File: config.mk
export PLATFORM = sky130hd
export DESIGN_NAME = block_buffer_cache_lru
export DESIGN_NICKNAME = d
export VERILOG_FILES = /design/src/design/blkc_pkg.sv /design/src/design/blkc_datapath.sv /design/src/design/blkc_ctrl.sv /design/src/design/block_buffer_cache_lru.sv
export SDC_FILE = /design/constraint.sdc
export NUM_CORES = 2
export LEC_CHECK = 0
export BUFFER_PORTS_ARGS = -buffer_cell sky130_fd_sc_hd__buf_2
export CAP_MARGIN = 0
export CORE_MARGIN = 2
export CORE_UTILIZATION = 42
export DETAILED_ROUTE_END_ITERATION = 7
export PLACE_DENSITY_LB_ADDON = 0.15
export SLEW_MARGIN = 20
export SYNTH_ARGS = -nofsm -noshare
export SYNTH_HDL_FRONTEND = slang
export SYNTH_SLANG_ARGS = --single-unit
File: constraint.sdc
create_clock -name clk -period 9 [get_ports clk]
set_clock_uncertainty 0.2 [all_clocks]
set_input_delay 1.35 -clock clk [delete_from_list [all_inputs] [get_ports clk]]
set_output_delay 1.35 -clock clk [all_outputs]
set_load 0.01 [all_outputs]
File: src/design/blkc_pkg.sv
package blkc_pkg;

    localparam int NUM_ENTRIES_DEF = 16;
    localparam int IN_W            = 56;
    localparam int OUT_W           = 56;
    localparam int SLOT_W          = 4;
    localparam int DEV_W           = 16;
    localparam int BLK_W           = 32;
    localparam int ENT_W           = 4;
    localparam int REF_W           = 8;
    localparam int WBC_W           = 5;
    localparam logic [WBC_W-1:0] WB_MAX = 5'd16;

    typedef enum logic [1:0] {
        ACT_ACQUIRE = 2'd0,
        ACT_MARK    = 2'd1,
        ACT_RELEASE = 2'd2,
        ACT_SYNC    = 2'd3
    } action_t;

    typedef enum logic [2:0] {
        ST_HIT   = 3'd0,
        ST_FILL  = 3'd1,
        ST_WAIT  = 3'd2,
        ST_NOBUF = 3'd3,
        ST_WB    = 3'd4,
        ST_DONE  = 3'd5,
        ST_ERR   = 3'd6
    } status_t;

    typedef enum logic [3:0] {
        S_IDLE,
        S_HSCAN,
        S_VSCAN,
        S_FILL,
        S_MARK,
        S_REL,
        S_PSCAN,
        S_SSCAN,
        S_SDONE
    } state_t;

    typedef enum logic [1:0] {
        SEL_ORDER,
        SEL_K,
        SEL_ENT
    } sel_t;

    typedef enum logic [1:0] {
        SRC_NONE,
        SRC_REQ,
        SRC_CUR
    } src_t;

    typedef struct packed {
        logic    load;
        logic    k_top;
        logic    k_zero;
        logic    k_inc;
        logic    k_dec;
        logic    wbc_clr;
        logic    wbc_inc;
        sel_t    sel;
        logic    emit;
        status_t st;
        src_t    src;
        logic    last;
        logic    do_hit;
        logic    do_claim;
        logic    do_clr_dirty;
        logic    do_mark;
        logic    do_rel;
        logic    do_shift;
    } cmd_t;

    typedef struct packed {
        action_t in_action;
        logic    match;
        logic    locked;
        logic    free;
        logic    dirty;
        logic    k_first;
        logic    k_last;
        logic    wb_room;
        logic    rel_one;
        logic    ref_zero;
        logic    pos_match;
        logic    ent_ok;
        logic    out_free;
    } sts_t;

endpackage

File: src/design/blkc_datapath.sv
module blkc_datapath #(
    parameter int NUM_ENTRIES = blkc_pkg::NUM_ENTRIES_DEF
) (
    input  logic                      clk,
    input  logic                      rst_n,
    input  logic [blkc_pkg::IN_W-1:0]  s_tdata,
    output logic [blkc_pkg::OUT_W-1:0] m_tdata,
    output logic                      m_tlast,
    output logic                      m_tvalid,
    input  logic                      m_tready,
    input  blkc_pkg::cmd_t            cmd,
    output blkc_pkg::sts_t            sts
);
    import blkc_pkg::*;

    localparam int IW = $clog2(NUM_ENTRIES);
    localparam logic [IW-1:0] K_TOP = IW'(NUM_ENTRIES - 1);

    logic [DEV_W-1:0] dev_reg;
    logic [BLK_W-1:0] blk_reg;
    logic [ENT_W-1:0] ent_reg;
    logic [IW-1:0]    k_reg;
    logic [WBC_W-1:0] wbc_reg;

    logic [DEV_W-1:0] tag_dev_reg [NUM_ENTRIES];
    logic [BLK_W-1:0] tag_blk_reg [NUM_ENTRIES];
    logic             lock_reg    [NUM_ENTRIES];
    logic             dirty_reg   [NUM_ENTRIES];
    logic [REF_W-1:0] ref_reg     [NUM_ENTRIES];
    logic [IW-1:0]    order_reg   [NUM_ENTRIES];

    logic [2:0]       ost_reg;
    logic [SLOT_W-1:0] oslot_reg;
    logic [DEV_W-1:0] odev_reg;
    logic [BLK_W-1:0] oblk_reg;
    logic             olast_reg;
    logic             ovalid_reg;

    logic             ent_ok;
    logic [IW-1:0]    ent_idx;
    logic [IW-1:0]    cur;

    assign ent_ok  = {2'b00, ent_reg} < 6'(NUM_ENTRIES);
    assign ent_idx = ent_ok ? IW'(ent_reg) : '0;

    always_comb
    begin
        unique case (cmd.sel)
            SEL_ORDER: cur = order_reg[k_reg];
            SEL_K:     cur = k_reg;
            SEL_ENT:   cur = ent_idx;
            default:   cur = k_reg;
        endcase
    end

    always_comb
    begin
        sts.in_action = action_t'(s_tdata[1:0]);
        sts.match     = (tag_dev_reg[cur] == dev_reg) && (tag_blk_reg[cur] == blk_reg);
        sts.locked    = lock_reg[cur];
        sts.free      = !lock_reg[cur] && (ref_reg[cur] == '0);
        sts.dirty     = dirty_reg[cur];
        sts.k_first   = (k_reg == '0);
        sts.k_last    = (k_reg == K_TOP);
        sts.wb_room   = (wbc_reg < WB_MAX);
        sts.rel_one   = (ref_reg[cur] == REF_W'(1));
        sts.ref_zero  = (ref_reg[cur] == '0);
        sts.pos_match = (order_reg[k_reg] == ent_idx);
        sts.ent_ok    = ent_ok;
        sts.out_free  = !ovalid_reg || m_tready;
    end

    // capture request fields (the scan index steps in the block below)
    always_ff @(posedge clk)
    begin
        if (cmd.load)
        begin
            dev_reg <= s_tdata[17:2];
            blk_reg <= s_tdata[49:18];
            ent_reg <= s_tdata[53:50];
        end
    end

    always_ff @(posedge clk or negedge rst_n)
    begin
        if (!rst_n)
        begin
            k_reg   <= '0;
            wbc_reg <= '0;
        end
        else
        begin
            if (cmd.k_top)
                k_reg <= K_TOP;
            else if (cmd.k_zero)
                k_reg <= '0;
            else if (cmd.k_inc)
                k_reg <= k_reg + IW'(1);
            else if (cmd.k_dec)
                k_reg <= k_reg - IW'(1);
            if (cmd.wbc_clr)
                wbc_reg <= '0;
            else if (cmd.wbc_inc)
                wbc_reg <= wbc_reg + WBC_W'(1);
        end
    end

    always_ff @(posedge clk or negedge rst_n)
    begin
        if (!rst_n)
        begin
            for (int i = 0; i < NUM_ENTRIES; i++)
            begin
                tag_dev_reg[i] <= '0;
                tag_blk_reg[i] <= '0;
                lock_reg[i]    <= 1'b0;
                dirty_reg[i]   <= 1'b0;
                ref_reg[i]     <= '0;
                order_reg[i]   <= IW'(i);
            end
        end
        else
        begin
            if (cmd.do_hit)
            begin
                lock_reg[cur] <= 1'b1;
                if (ref_reg[cur] != '1)
                    ref_reg[cur] <= ref_reg[cur] + REF_W'(1);
            end
            if (cmd.do_clr_dirty)
                dirty_reg[cur] <= 1'b0;
            if (cmd.do_claim)
            begin
                tag_dev_reg[cur] <= dev_reg;
                tag_blk_reg[cur] <= blk_reg;
                lock_reg[cur]    <= 1'b1;
                dirty_reg[cur]   <= 1'b0;
                ref_reg[cur]     <= REF_W'(1);
            end
            if (cmd.do_mark)
                dirty_reg[cur] <= 1'b1;
            if (cmd.do_rel)
            begin
                lock_reg[cur] <= 1'b0;
                ref_reg[cur]  <= ref_reg[cur] - REF_W'(1);
            end
            // move the released entry to the newest end of the age list
            if (cmd.do_shift)
            begin
                for (int j = 0; j < NUM_ENTRIES - 1; j++)
                begin
                    if (IW'(j) >= k_reg)
                        order_reg[j] <= order_reg[j + 1];
                end
                order_reg[NUM_ENTRIES - 1] <= ent_idx;
            end
        end
    end

    always_ff @(posedge clk or negedge rst_n)
    begin
        if (!rst_n)
            ovalid_reg <= 1'b0;
        else if (cmd.emit)
            ovalid_reg <= 1'b1;
        else if (m_tready)
            ovalid_reg <= 1'b0;
    end

    always_ff @(posedge clk)
    begin
        if (cmd.emit)
        begin
            ost_reg   <= cmd.st;
            olast_reg <= cmd.last;
            unique case (cmd.src)
                SRC_REQ:
                begin
                    oslot_reg <= SLOT_W'(cur);
                    odev_reg  <= dev_reg;
                    oblk_reg  <= blk_reg;
                end
                SRC_CUR:
                begin
                    oslot_reg <= SLOT_W'(cur);
                    odev_reg  <= tag_dev_reg[cur];
                    oblk_reg  <= tag_blk_reg[cur];
                end
                default:
                begin
                    oslot_reg <= '0;
                    odev_reg  <= '0;
                    oblk_reg  <= '0;
                end
            endcase
        end
    end

    assign m_tdata  = {1'b0, oblk_reg, odev_reg, oslot_reg, ost_reg};
    assign m_tlast  = olast_reg;
    assign m_tvalid = ovalid_reg;

endmodule

File: src/design/blkc_ctrl.sv
module blkc_ctrl (
    input  logic           clk,
    input  logic           rst_n,
    input  logic           s_tvalid,
    output logic           s_tready,
    input  blkc_pkg::sts_t sts,
    output blkc_pkg::cmd_t cmd
);
    import blkc_pkg::*;

    state_t state_reg;
    state_t state_next;

    always_ff @(posedge clk or negedge rst_n)
    begin
        if (!rst_n)
            state_reg <= S_IDLE;
        else
            state_reg <= state_next;
    end

    always_comb
    begin
        state_next = state_reg;
        unique case (state_reg)
            S_IDLE:
            begin
                if (s_tvalid)
                begin
                    unique case (sts.in_action)
                        ACT_ACQUIRE: state_next = S_HSCAN;
                        ACT_MARK:    state_next = S_MARK;
                        ACT_RELEASE: state_next = S_REL;
                        default:     state_next = S_SSCAN;
                    endcase
                end
            end
            S_HSCAN:
            begin
                if (sts.match)
                begin
                    if (sts.out_free)
                        state_next = S_IDLE;
                end
                else if (sts.k_first)
                    state_next = S_VSCAN;
            end
            S_VSCAN:
            begin
                if (sts.free)
                begin
                    if (sts.out_free)
                        state_next = sts.dirty ? S_FILL : S_IDLE;
                end
                else if (sts.k_last && sts.out_free)
                    state_next = S_IDLE;
            end
            S_FILL, S_MARK, S_SDONE:
            begin
                if (sts.out_free)
                    state_next = S_IDLE;
            end
            S_REL:
            begin
                if (sts.out_free)
                    state_next = (sts.ent_ok && !sts.ref_zero && sts.rel_one) ? S_PSCAN
                                                                              : S_IDLE;
            end
            S_PSCAN:
            begin
                if (sts.pos_match)
                    state_next = S_IDLE;
            end
            S_SSCAN:
            begin
                if (!(sts.dirty && sts.wb_room && !sts.out_free) && sts.k_last)
                    state_next = S_SDONE;
            end
            default: state_next = S_IDLE;
        endcase
    end

    always_comb
    begin
        cmd      = '0;
        cmd.sel  = SEL_ORDER;
        cmd.st   = ST_DONE;
        cmd.src  = SRC_NONE;
        s_tready = 1'b0;
        unique case (state_reg)
            S_IDLE:
            begin
                s_tready = 1'b1;
                if (s_tvalid)
                begin
                    cmd.load    = 1'b1;
                    cmd.k_top   = (sts.in_action == ACT_ACQUIRE);
                    cmd.k_zero  = (sts.in_action == ACT_SYNC);
                    cmd.wbc_clr = (sts.in_action == ACT_SYNC);
                end
            end
            S_HSCAN:
            begin
                if (sts.match)
                begin
                    if (sts.out_free)
                    begin
                        cmd.emit   = 1'b1;
                        cmd.st     = sts.locked ? ST_WAIT : ST_HIT;
                        cmd.src    = SRC_REQ;
                        cmd.last   = 1'b1;
                        cmd.do_hit = !sts.locked;
                    end
                end
                else if (sts.k_first)
                    cmd.k_zero = 1'b1;
                else
                    cmd.k_dec = 1'b1;
            end
            S_VSCAN:
            begin
                if (sts.free)
                begin
                    if (sts.out_free)
                    begin
                        cmd.emit = 1'b1;
                        if (sts.dirty)
                        begin
                            // write back the old tag before the fill
                            cmd.st           = ST_WB;
                            cmd.src          = SRC_CUR;
                            cmd.do_clr_dirty = 1'b1;
                        end
                        else
                        begin
                            cmd.st       = ST_FILL;
                            cmd.src      = SRC_REQ;
                            cmd.last     = 1'b1;
                            cmd.do_claim = 1'b1;
                        end
                    end
                end
                else if (sts.k_last)
                begin
                    if (sts.out_free)
                    begin
                        cmd.emit = 1'b1;
                        cmd.st   = ST_NOBUF;
                        cmd.last = 1'b1;
                    end
                end
                else
                    cmd.k_inc = 1'b1;
            end
            S_FILL:
            begin
                if (sts.out_free)
                begin
                    cmd.emit     = 1'b1;
                    cmd.st       = ST_FILL;
                    cmd.src      = SRC_REQ;
                    cmd.last     = 1'b1;
                    cmd.do_claim = 1'b1;
                end
            end
            S_MARK:
            begin
                cmd.sel = SEL_ENT;
                if (sts.out_free)
                begin
                    cmd.emit    = 1'b1;
                    cmd.last    = 1'b1;
                    cmd.st      = (sts.ent_ok && sts.locked) ? ST_DONE : ST_ERR;
                    cmd.do_mark = sts.ent_ok && sts.locked;
                end
            end
            S_REL:
            begin
                cmd.sel = SEL_ENT;
                if (sts.out_free)
                begin
                    cmd.emit   = 1'b1;
                    cmd.last   = 1'b1;
                    cmd.st     = (sts.ent_ok && !sts.ref_zero) ? ST_DONE : ST_ERR;
                    cmd.do_rel = sts.ent_ok && !sts.ref_zero;
                    cmd.k_zero = 1'b1;
                end
            end
            S_PSCAN:
            begin
                if (sts.pos_match)
                    cmd.do_shift = 1'b1;
                else
                    cmd.k_inc = 1'b1;
            end
            S_SSCAN:
            begin
                cmd.sel = SEL_K;
                if (sts.dirty && sts.wb_room)
                begin
                    if (sts.out_free)
                    begin
                        cmd.emit    = 1'b1;
                        cmd.st      = ST_WB;
                        cmd.src     = SRC_CUR;
                        cmd.wbc_inc = 1'b1;
                        cmd.k_inc   = !sts.k_last;
                    end
                end
                else
                    cmd.k_inc = !sts.k_last;
            end
            S_SDONE:
            begin
                if (sts.out_free)
                begin
                    cmd.emit = 1'b1;
                    cmd.last = 1'b1;
                end
            end
            default: ;
        endcase
    end

endmodule

File: src/design/block_buffer_cache_lru.sv
// Channel  Dir  Handshake          Payload
// s_       in   s_tvalid/s_tready  s_tdata: action, dev, block, entry
// m_       out  m_tvalid/m_tready  m_tdata: status, slot, out_dev, out_block; m_tlast: last
//
// One request at a time, stepped by one entry per cycle unless the output stalls.
// Acquire: newest-first tag scan, then victim scan, both over the age list.
// Release to count zero adds a scan of the age list to find the entry's age slot.
// Sync: writes back up to WB_MAX dirty entries in index order, then gives a final result.
// Reset clears tags, flags and counts and sets the age list to index order.
// A full output register stalls the sequencer when it has a result to emit; a new request
// is taken while the final result still waits.
module block_buffer_cache_lru #(
    parameter int NUM_ENTRIES = blkc_pkg::NUM_ENTRIES_DEF
) (
    input  logic                      clk,
    input  logic                      rst_n,
    input  logic                      s_tvalid,
    output logic                      s_tready,
    // [1:0] action, [17:2] dev, [49:18] block, [53:50] entry
    input  logic [blkc_pkg::IN_W-1:0]  s_tdata,
    output logic                      m_tvalid,
    input  logic                      m_tready,
    // [2:0] status, [6:3] slot, [22:7] out_dev, [54:23] out_block
    output logic [blkc_pkg::OUT_W-1:0] m_tdata,
    output logic                      m_tlast
);
    import blkc_pkg::*;

    cmd_t cmd;
    sts_t sts;

    blkc_ctrl u_ctrl (
        .clk      (clk),
        .rst_n    (rst_n),
        .s_tvalid (s_tvalid),
        .s_tready (s_tready),
        .sts      (sts),
        .cmd      (cmd)
    );

    blkc_datapath #(
        .NUM_ENTRIES (NUM_ENTRIES)
    ) u_dp (
        .clk      (clk),
        .rst_n    (rst_n),
        .s_tdata  (s_tdata),
        .m_tdata  (m_tdata),
        .m_tlast  (m_tlast),
        .m_tvalid (m_tvalid),
        .m_tready (m_tready),
        .cmd      (cmd),
        .sts      (sts)
    );

    a_busy_after_req: assert property (@(posedge clk) disable iff (!rst_n)
        s_tvalid && s_tready |=> !s_tready)
        else $error("request taken while busy");

    a_wb_not_last: assert property (@(posedge clk) disable iff (!rst_n)
        m_tvalid && (m_tdata[2:0] == ST_WB) |-> !m_tlast)
        else $error("writeback marked last");

    a_other_last: assert property (@(posedge clk) disable iff (!rst_n)
        m_tvalid && (m_tdata[2:0] != ST_WB) |-> m_tlast)
        else $error("final result not marked last");

    a_zero_fields: assert property (@(posedge clk) disable iff (!rst_n)
        m_tvalid && ((m_tdata[2:0] == ST_DONE) || (m_tdata[2:0] == ST_ERR)
                     || (m_tdata[2:0] == ST_NOBUF)) |-> (m_tdata[54:3] == '0))
        else $error("nonzero fields on status-only result");

endmodule

After elaboration in Yosys (flattened, before gate mapping)
Cells that the tools add are included.
{"block": "word_totals", "regBits": 1114, "latch_bits": 0, "mem_bits_rw": 0, "rom_bits": 0, "input_bits": 60, "mem_count": 0}
{"block": "op_classes", "addsub": 5, "mul": 0, "n_div": 0, "magnitude_cmp": 19, "eq_ne": 27, "shifts": 0, "muxes": 121, "bitwise": 12, "reduce_logical": 43}
{"cell": "$bwmux W512", "count": 1}
{"cell": "$mux W128", "count": 4}
{"cell": "$bwmux W128", "count": 2}
{"cell": "$bwmux W256", "count": 1}
{"cell": "$mux W16", "count": 9}
{"cell": "$bmux W32 S4", "count": 1}
{"cell": "$demux W32 S4", "count": 1}
{"cell": "$and A112 B112 Y112", "count": 1}
{"cell": "$not A112 Y112", "count": 1}
{"cell": "$mux W32", "count": 3}
{"cell": "$mux W4", "count": 21}
{"cell": "$bmux W16 S4", "count": 1}
{"cell": "$demux W16 S4", "count": 1}
{"cell": "$or A16 B16 Y16", "count": 4}
{"cell": "$pmux W32 S2", "count": 1}
{"cell": "$and A16 B16 Y16", "count": 3}
{"cell": "$mux W8", "count": 5}
{"cell": "$mux W1", "count": 35}
{"cell": "$bmux W8 S4", "count": 1}
{"cell": "$demux W8 S4", "count": 1}
{"cell": "$eq A32 B32 Y1", "count": 1}
{"cell": "$pmux W16 S2", "count": 1}
{"cell": "$reduce_and A2 Y1", "count": 15}
{"cell": "$ge A4 B4 Y1 const A", "count": 7}
{"cell": "other kinds (56)", "count": 106}

Logic depth before layout (Yosys ltp)
{"block": "depth", "depth_word": 18, "depth_mapped": 30}

Cells and area by module
Synthesis repeated with hierarchy kept, for this count alone.
{"block": "hier_totals", "cells_unflattened": 4680, "hier_area_um2": 53208.5}
{"module": "blkc_datapath", "n_inst": 1, "cells_each": 4565, "area_per_inst_um2": 52451.6, "seq_area_each_um2": 28357.2}
{"module": "blkc_ctrl", "n_inst": 1, "cells_each": 115, "area_per_inst_um2": 757.0, "seq_area_each_um2": 100.1}

Least setup slack after synthesis
No wires, ideal clock.
{"block": "synth_path", "path_type": "reg2reg", "startpoint": "register u_dp.k_reg[0]", "endpoint": "register u_dp.olast_reg, in the netlist u_dp.m_tlast (enable)", "setup_time_ns": 0.547, "arrival_time_ns": 8.493, "t_required_ns": 8.253, "slack_ns": -0.241, "path_stages_with_launch": 23, "path_buffers": 7, "path_cell_list": "dfrtp_1 -> buf_4 -> or2_2 -> o221a_2 -> and3_1 -> nor2_2 -> buf_4 -> buf_4 -> buf_4 -> buf_4 -> clkbuf_1 -> clkbuf_1 -> o211ai_1 -> o21ai_0 -> a21oi_1 -> o21ai_1 -> ha_1 -> inv_1 -> nor4_1 -> nand2_1 -> a31oi_1 -> nor3_1 -> o21ai_0"}
{"element": "start: declaration", "line": "blkc_datapath.sv:22", "rtl": "logic [IW-1:0] k_reg;"}
{"element": "start signal: assignment", "line": "blkc_datapath.sv:98", "rtl": "k_reg <= k_reg + IW'(1);"}
{"element": "start signal: assignment", "line": "blkc_datapath.sv:100", "rtl": "k_reg <= k_reg - IW'(1);"}
{"element": "end signal: assignment", "line": "blkc_datapath.sv:175", "rtl": "olast_reg <= cmd.last;"}
{"element": "end: declaration", "line": "blkc_datapath.sv:36", "rtl": "logic olast_reg;"}

Final worst setup path
{"block": "layout_path", "startpoint": "register u_dp.k_reg[1]", "endpoint": "register u_dp.oblk_reg[5], data pin"}
{"block": "layout_via", "elab_chain_cells": 15, "elab_cells_between_ends": 37, "classes_between": "4 x eq/ne; 26 x mux; 2 x bitwise; 5 x reduce/logical"}
{"element": "$not A4 Y5 (implied by the code)", "line": "blkc_datapath.sv:49", "rtl": "SEL_ORDER: cur = order_reg[k_reg];"}
{"element": "$bmux W4 S4", "line": "blkc_datapath.sv:49"}
{"element": "$mux W4 (implied by the code) (2 in a row)", "line": "blkc_datapath.sv:49"}
{"element": "$pmux W4 S2 (*)", "line": "blkc_datapath.sv:48", "rtl": "unique case (cmd.sel)"}
{"element": "$not A4 Y5 (implied by the code) (*)"}
{"element": "$bmux W32 S4, or another cell as far along", "line": "blkc_datapath.sv:59, blkc_datapath.sv:187"}
{"element": "$mux W32 (implied by the code), or another cell as far along (2 in a row)", "line": "blkc_datapath.sv:59, blkc_datapath.sv:187"}
{"element": "$eq A32 B32 Y1, or another cell as far along", "line": "blkc_datapath.sv:59", "rtl": "sts.match = (tag_dev_reg[cur] == dev_reg) && (tag_blk_reg[cur] == blk_reg);"}
{"element": "$logic_and A1 B1 Y1, or another cell as far along", "line": "blkc_datapath.sv:59"}
{"element": "$mux W8 / $mux W2 (equally long branches)", "line": "blkc_ctrl.sv:104, blkc_ctrl.sv:122"}
{"element": "$pmux W2 S4", "line": "blkc_ctrl.sv:90", "rtl": "unique case (state_reg)"}
{"element": "$eq A2 B2 Y1 / $eq A2 B1 Y1 (equally long branches)", "line": "blkc_datapath.sv:176", "rtl": "unique case (cmd.src)"}
{"element": "$pmux W32 S2 (*)", "line": "blkc_datapath.sv:176"}
{"element": "end signal: assignment", "line": "blkc_datapath.sv:181", "rtl": "oblk_reg <= blk_reg;"}
{"element": "end signal: assignment", "line": "blkc_datapath.sv:187", "rtl": "oblk_reg <= tag_blk_reg[cur];"}
{"element": "end: declaration", "line": "blkc_datapath.sv:35", "rtl": "logic [BLK_W-1:0] oblk_reg;"}
Mark *: on every way between the ends. The rest lies on a longest branch, timed or not. The select of a mux whose other input is x is not followed.
A chain may end at the register's enable or synchronous reset.

==> metrics.txt <==
Synthesized Nets=approximately 4900; hold_buf cts=0; max reg flops=between 500 and 600; global-route wire length before repair=280600 um; Top delay family on crit path=simple AND/OR/NAND/NOR gates; DRC violations left=0; vias in the first global route=about 41000; Fin. Hold Viols=0; Die Span Y=between 300 and 400 um; CP Max Fanout=22; asr flop ratio synth=90.31%; r2r worst-path depth=20; Clock Latency Late Sink=0.79 ns; HP Class=reg -> reg; Slew @ Worst Pin=roughly 1.2 ns; reg2reg setup slack=about 0.77 ns; total congestion overflow=0; hold path startpoint=u_dp.order_reg[1]; Pleak=0.02785 uW; yosys synthesis warning count=0; critical path depth in cells=20; post-synth cell types=102; Mapped Area=about 0.055 sq mm; Die X=around 370 um; CTS tree=yes; area occupied by multi-input gates=0.02456 sq mm; WL/cell=28.25 um; DRT Pass-1 Iters=5; CP max-delay cell=a2111oi_0; Clock Pin Slew Worst Setup and Hold Paths=roughly 0.060 ns; Final period util=between 90% and 100%; core area=0.1296 sq mm; Max-Cap Viols=0; CP max stage delay=between 0.8 and 0.9 ns; PostCTS Resize Cnt=0; Placer Congestion=around 0.86; die area=roughly 0.13 sq mm; Top FF cell, synth=dfrtp_1; IO Pins=between 100 and 150; worst r2r src=u_dp.k_reg[1]; unrepaired setup endpoints after global routing=false; CTS Root Cell=clkbuf_16; Setup Fix Bufs, Post-CTS=0; antenna viol nets, final=0; num rows=between 100 and 150; post-DP HPWL=114200 um; port bufs=115; Final setup violation count=0; hold_ws=between 0.2 and 0.3 ns; via total after detailed routing=about 41000; DRT iter0 DRCs=between 3000 and 4000; crit-path most repeated cell=buf_4; FF+latch area=~0.028 sq mm; GRT Util Overall=between 20% and 30%; antenna cells=0; largest net degree at the start of global routing=~170; sequential cell area fraction in the yosys report=51.79%; worst-path cell chain=nand2b_1, o21ai_1, or3_1, nand2_2, nor2_2, buf_4, nand4_1, o2111ai_1, nor3_1, a2111oi_0, buf_4, nand4_1, buf_4, nor2_1, and3_1, a21oi_1, ha_2, buf_4, a22oi_1, nor2_1; sinks on the clock net=about 1100; CP bufs+invs=4; CP Capture Type=flip-flop; initial antenna violation count=2; highest-count cells in the layout ignoring fill and taps=dfrtp_1 (974), mux2_2 (780), nand2_1 (508); #FFs+latches synth=1114; final net count=4927; WP data required=9.33 ns; P per Cell Area=between 400 and 500 mW/mm^2; Initial Utilization=42.38%; Area Growth Syn to Fin=13.63%; Crit. Startpoint=u_dp.k_reg[1]; Fillers=roughly 12000; Sum Neg Setup Slack=0 ns; Avg Vias per Cell=about 6.1; CP arrival=~8.6 ns; minimum clock period=8.231 ns; layout cell share with drive strength beyond 1=roughly 29%; final WL=between 150000 and 200000 um; Gate Count Post-Synth=about 5000; max-slew violation count=0; htree depth=4; Rel. slew slack=roughly a fifth; commonest non-fill, non-tap cell in the layout=dfrtp_1; crit start category=flip-flop; number of flops mapped to enable cells by yosys=about 110; Worst IR Drop VDD=0.0004904 V; fmax=between 0.1 and 0.15 GHz; worst hold stages=2; Setup CP Type=reg -> reg; Mapped Avg Cell Area=roughly 11 sq um; cts bufs inserted=roughly 130; status=complete, no violations; deepest clock path buffer count=3
==> final timing paths <==
check,end
max,u_dp.oblk_reg[5]
min,u_dp.order_reg[1]
max reg2reg,u_dp.oblk_reg[5]
min reg2reg,u_dp.order_reg[1]
max in group asynchronous,u_dp.tag_dev_reg[174]
min in group asynchronous,u_dp.order_reg[44]
==> final cells by class <==
type | instances | area share, %
inverters | 53 | 0.3206
clock buffers | 196 | 6.116
repair buffers | 311 | 4.397
flip-flops and latches | 1114 | 45.58
clock inverters | 43 | 0.7575
multi-input cells | 3244 | 39.34
well taps | 1742 | 3.491
==> Yosys cell counts, drive strengths merged (32+ instances only) <==
| master | instances | area [sq um] |
|---|---|---|
| mux2i | 143 | 1431 |
| nand3 | 169 | 845.8 |
| dfstp | 32 | 840.8 |
| and3 | 72 | 450.4 |
| nand2 | 512 | 1941 |
| a31oi | 55 | 344.1 |
| clkbuf | 205 | 770.7 |
| a21oi | 134 | 681.9 |
| o22ai | 45 | 306.6 |
| o31a | 36 | 315.3 |
| a22o | 88 | 770.7 |
| edfxtp | 108 | 3243 |
| mux2 | 795 | 8952 |
| a22oi | 65 | 493.0 |
| dfrtp | 974 | 24370 |
| nor2 | 191 | 731.9 |
| o21ai | 233 | 1196 |
| a211oi | 141 | 1074 |
| o211ai | 47 | 352.8 |
| inv | 51 | 191.4 |
| buf | 245 | 1344 |
| a32oi | 32 | 280.3 |
==> cell families after synthesis <==
family | after synthesis | share of synthesized area [%]
simple gates | 1147 | 9.840
fa+ha+maj | 11 | 0.2505
compound gates | 1096 | 14.14
buf+inv | 503 | 4.211
mux | 940 | 18.98
flops | 1114 | 51.79
xor+xnor | 49 | 0.7811
other cells | 1 | 0.006825
==> routing by layer <==
layer  global-route usage (%)  up-vias  share of wire [%]
met2                    44.88     1581                 46
li1                         -    17930                  -
met3                    4.755      304                6.8
met5                        0        -                  0
met4                    9.659        0                3.3
met1                    39.53    21380                 44
==> metrics by stage <==
stage	power [uW]	utilization, %	instances	worst slack (ns)	cell area, sq um
3_5_place_dp	20060	44.85	6464	0.8750	58140
4_1_cts	25470	48.16	6703	0.8897	62430
6_report	25530	48.16	6703	0.7691	62430
2_1_floorplan	14850	-	4861	1.274	54940
3_3_place_gp	19910	44.84	6464	0.8447	58130
5_1_grt	26700	48.16	6703	0.5137	62430
==> worst reg2reg max path, cell delays in order (launching register included) <==
cell,delay (ns)
dfrtp_1,0.78
nand2b_1,0.44
o21ai_1,0.64
or3_1,0.76
nand2_2,0.61
nor2_2,0.73
buf_4,0.29
nand4_1,0.10
o2111ai_1,0.16
nor3_1,0.09
a2111oi_0,0.87
buf_4,0.30
nand4_1,0.10
buf_4,0.22
nor2_1,0.25
and3_1,0.22
a21oi_1,0.09
ha_2,0.38
buf_4,0.26
a22oi_1,0.43
nor2_1,0.08
==> report_power, final <==
group	internal, uW	switching, uW
sequential	6580	974
clock	3150	2200
combinational	4080	8550
Power figures use the tool's default switching activity.
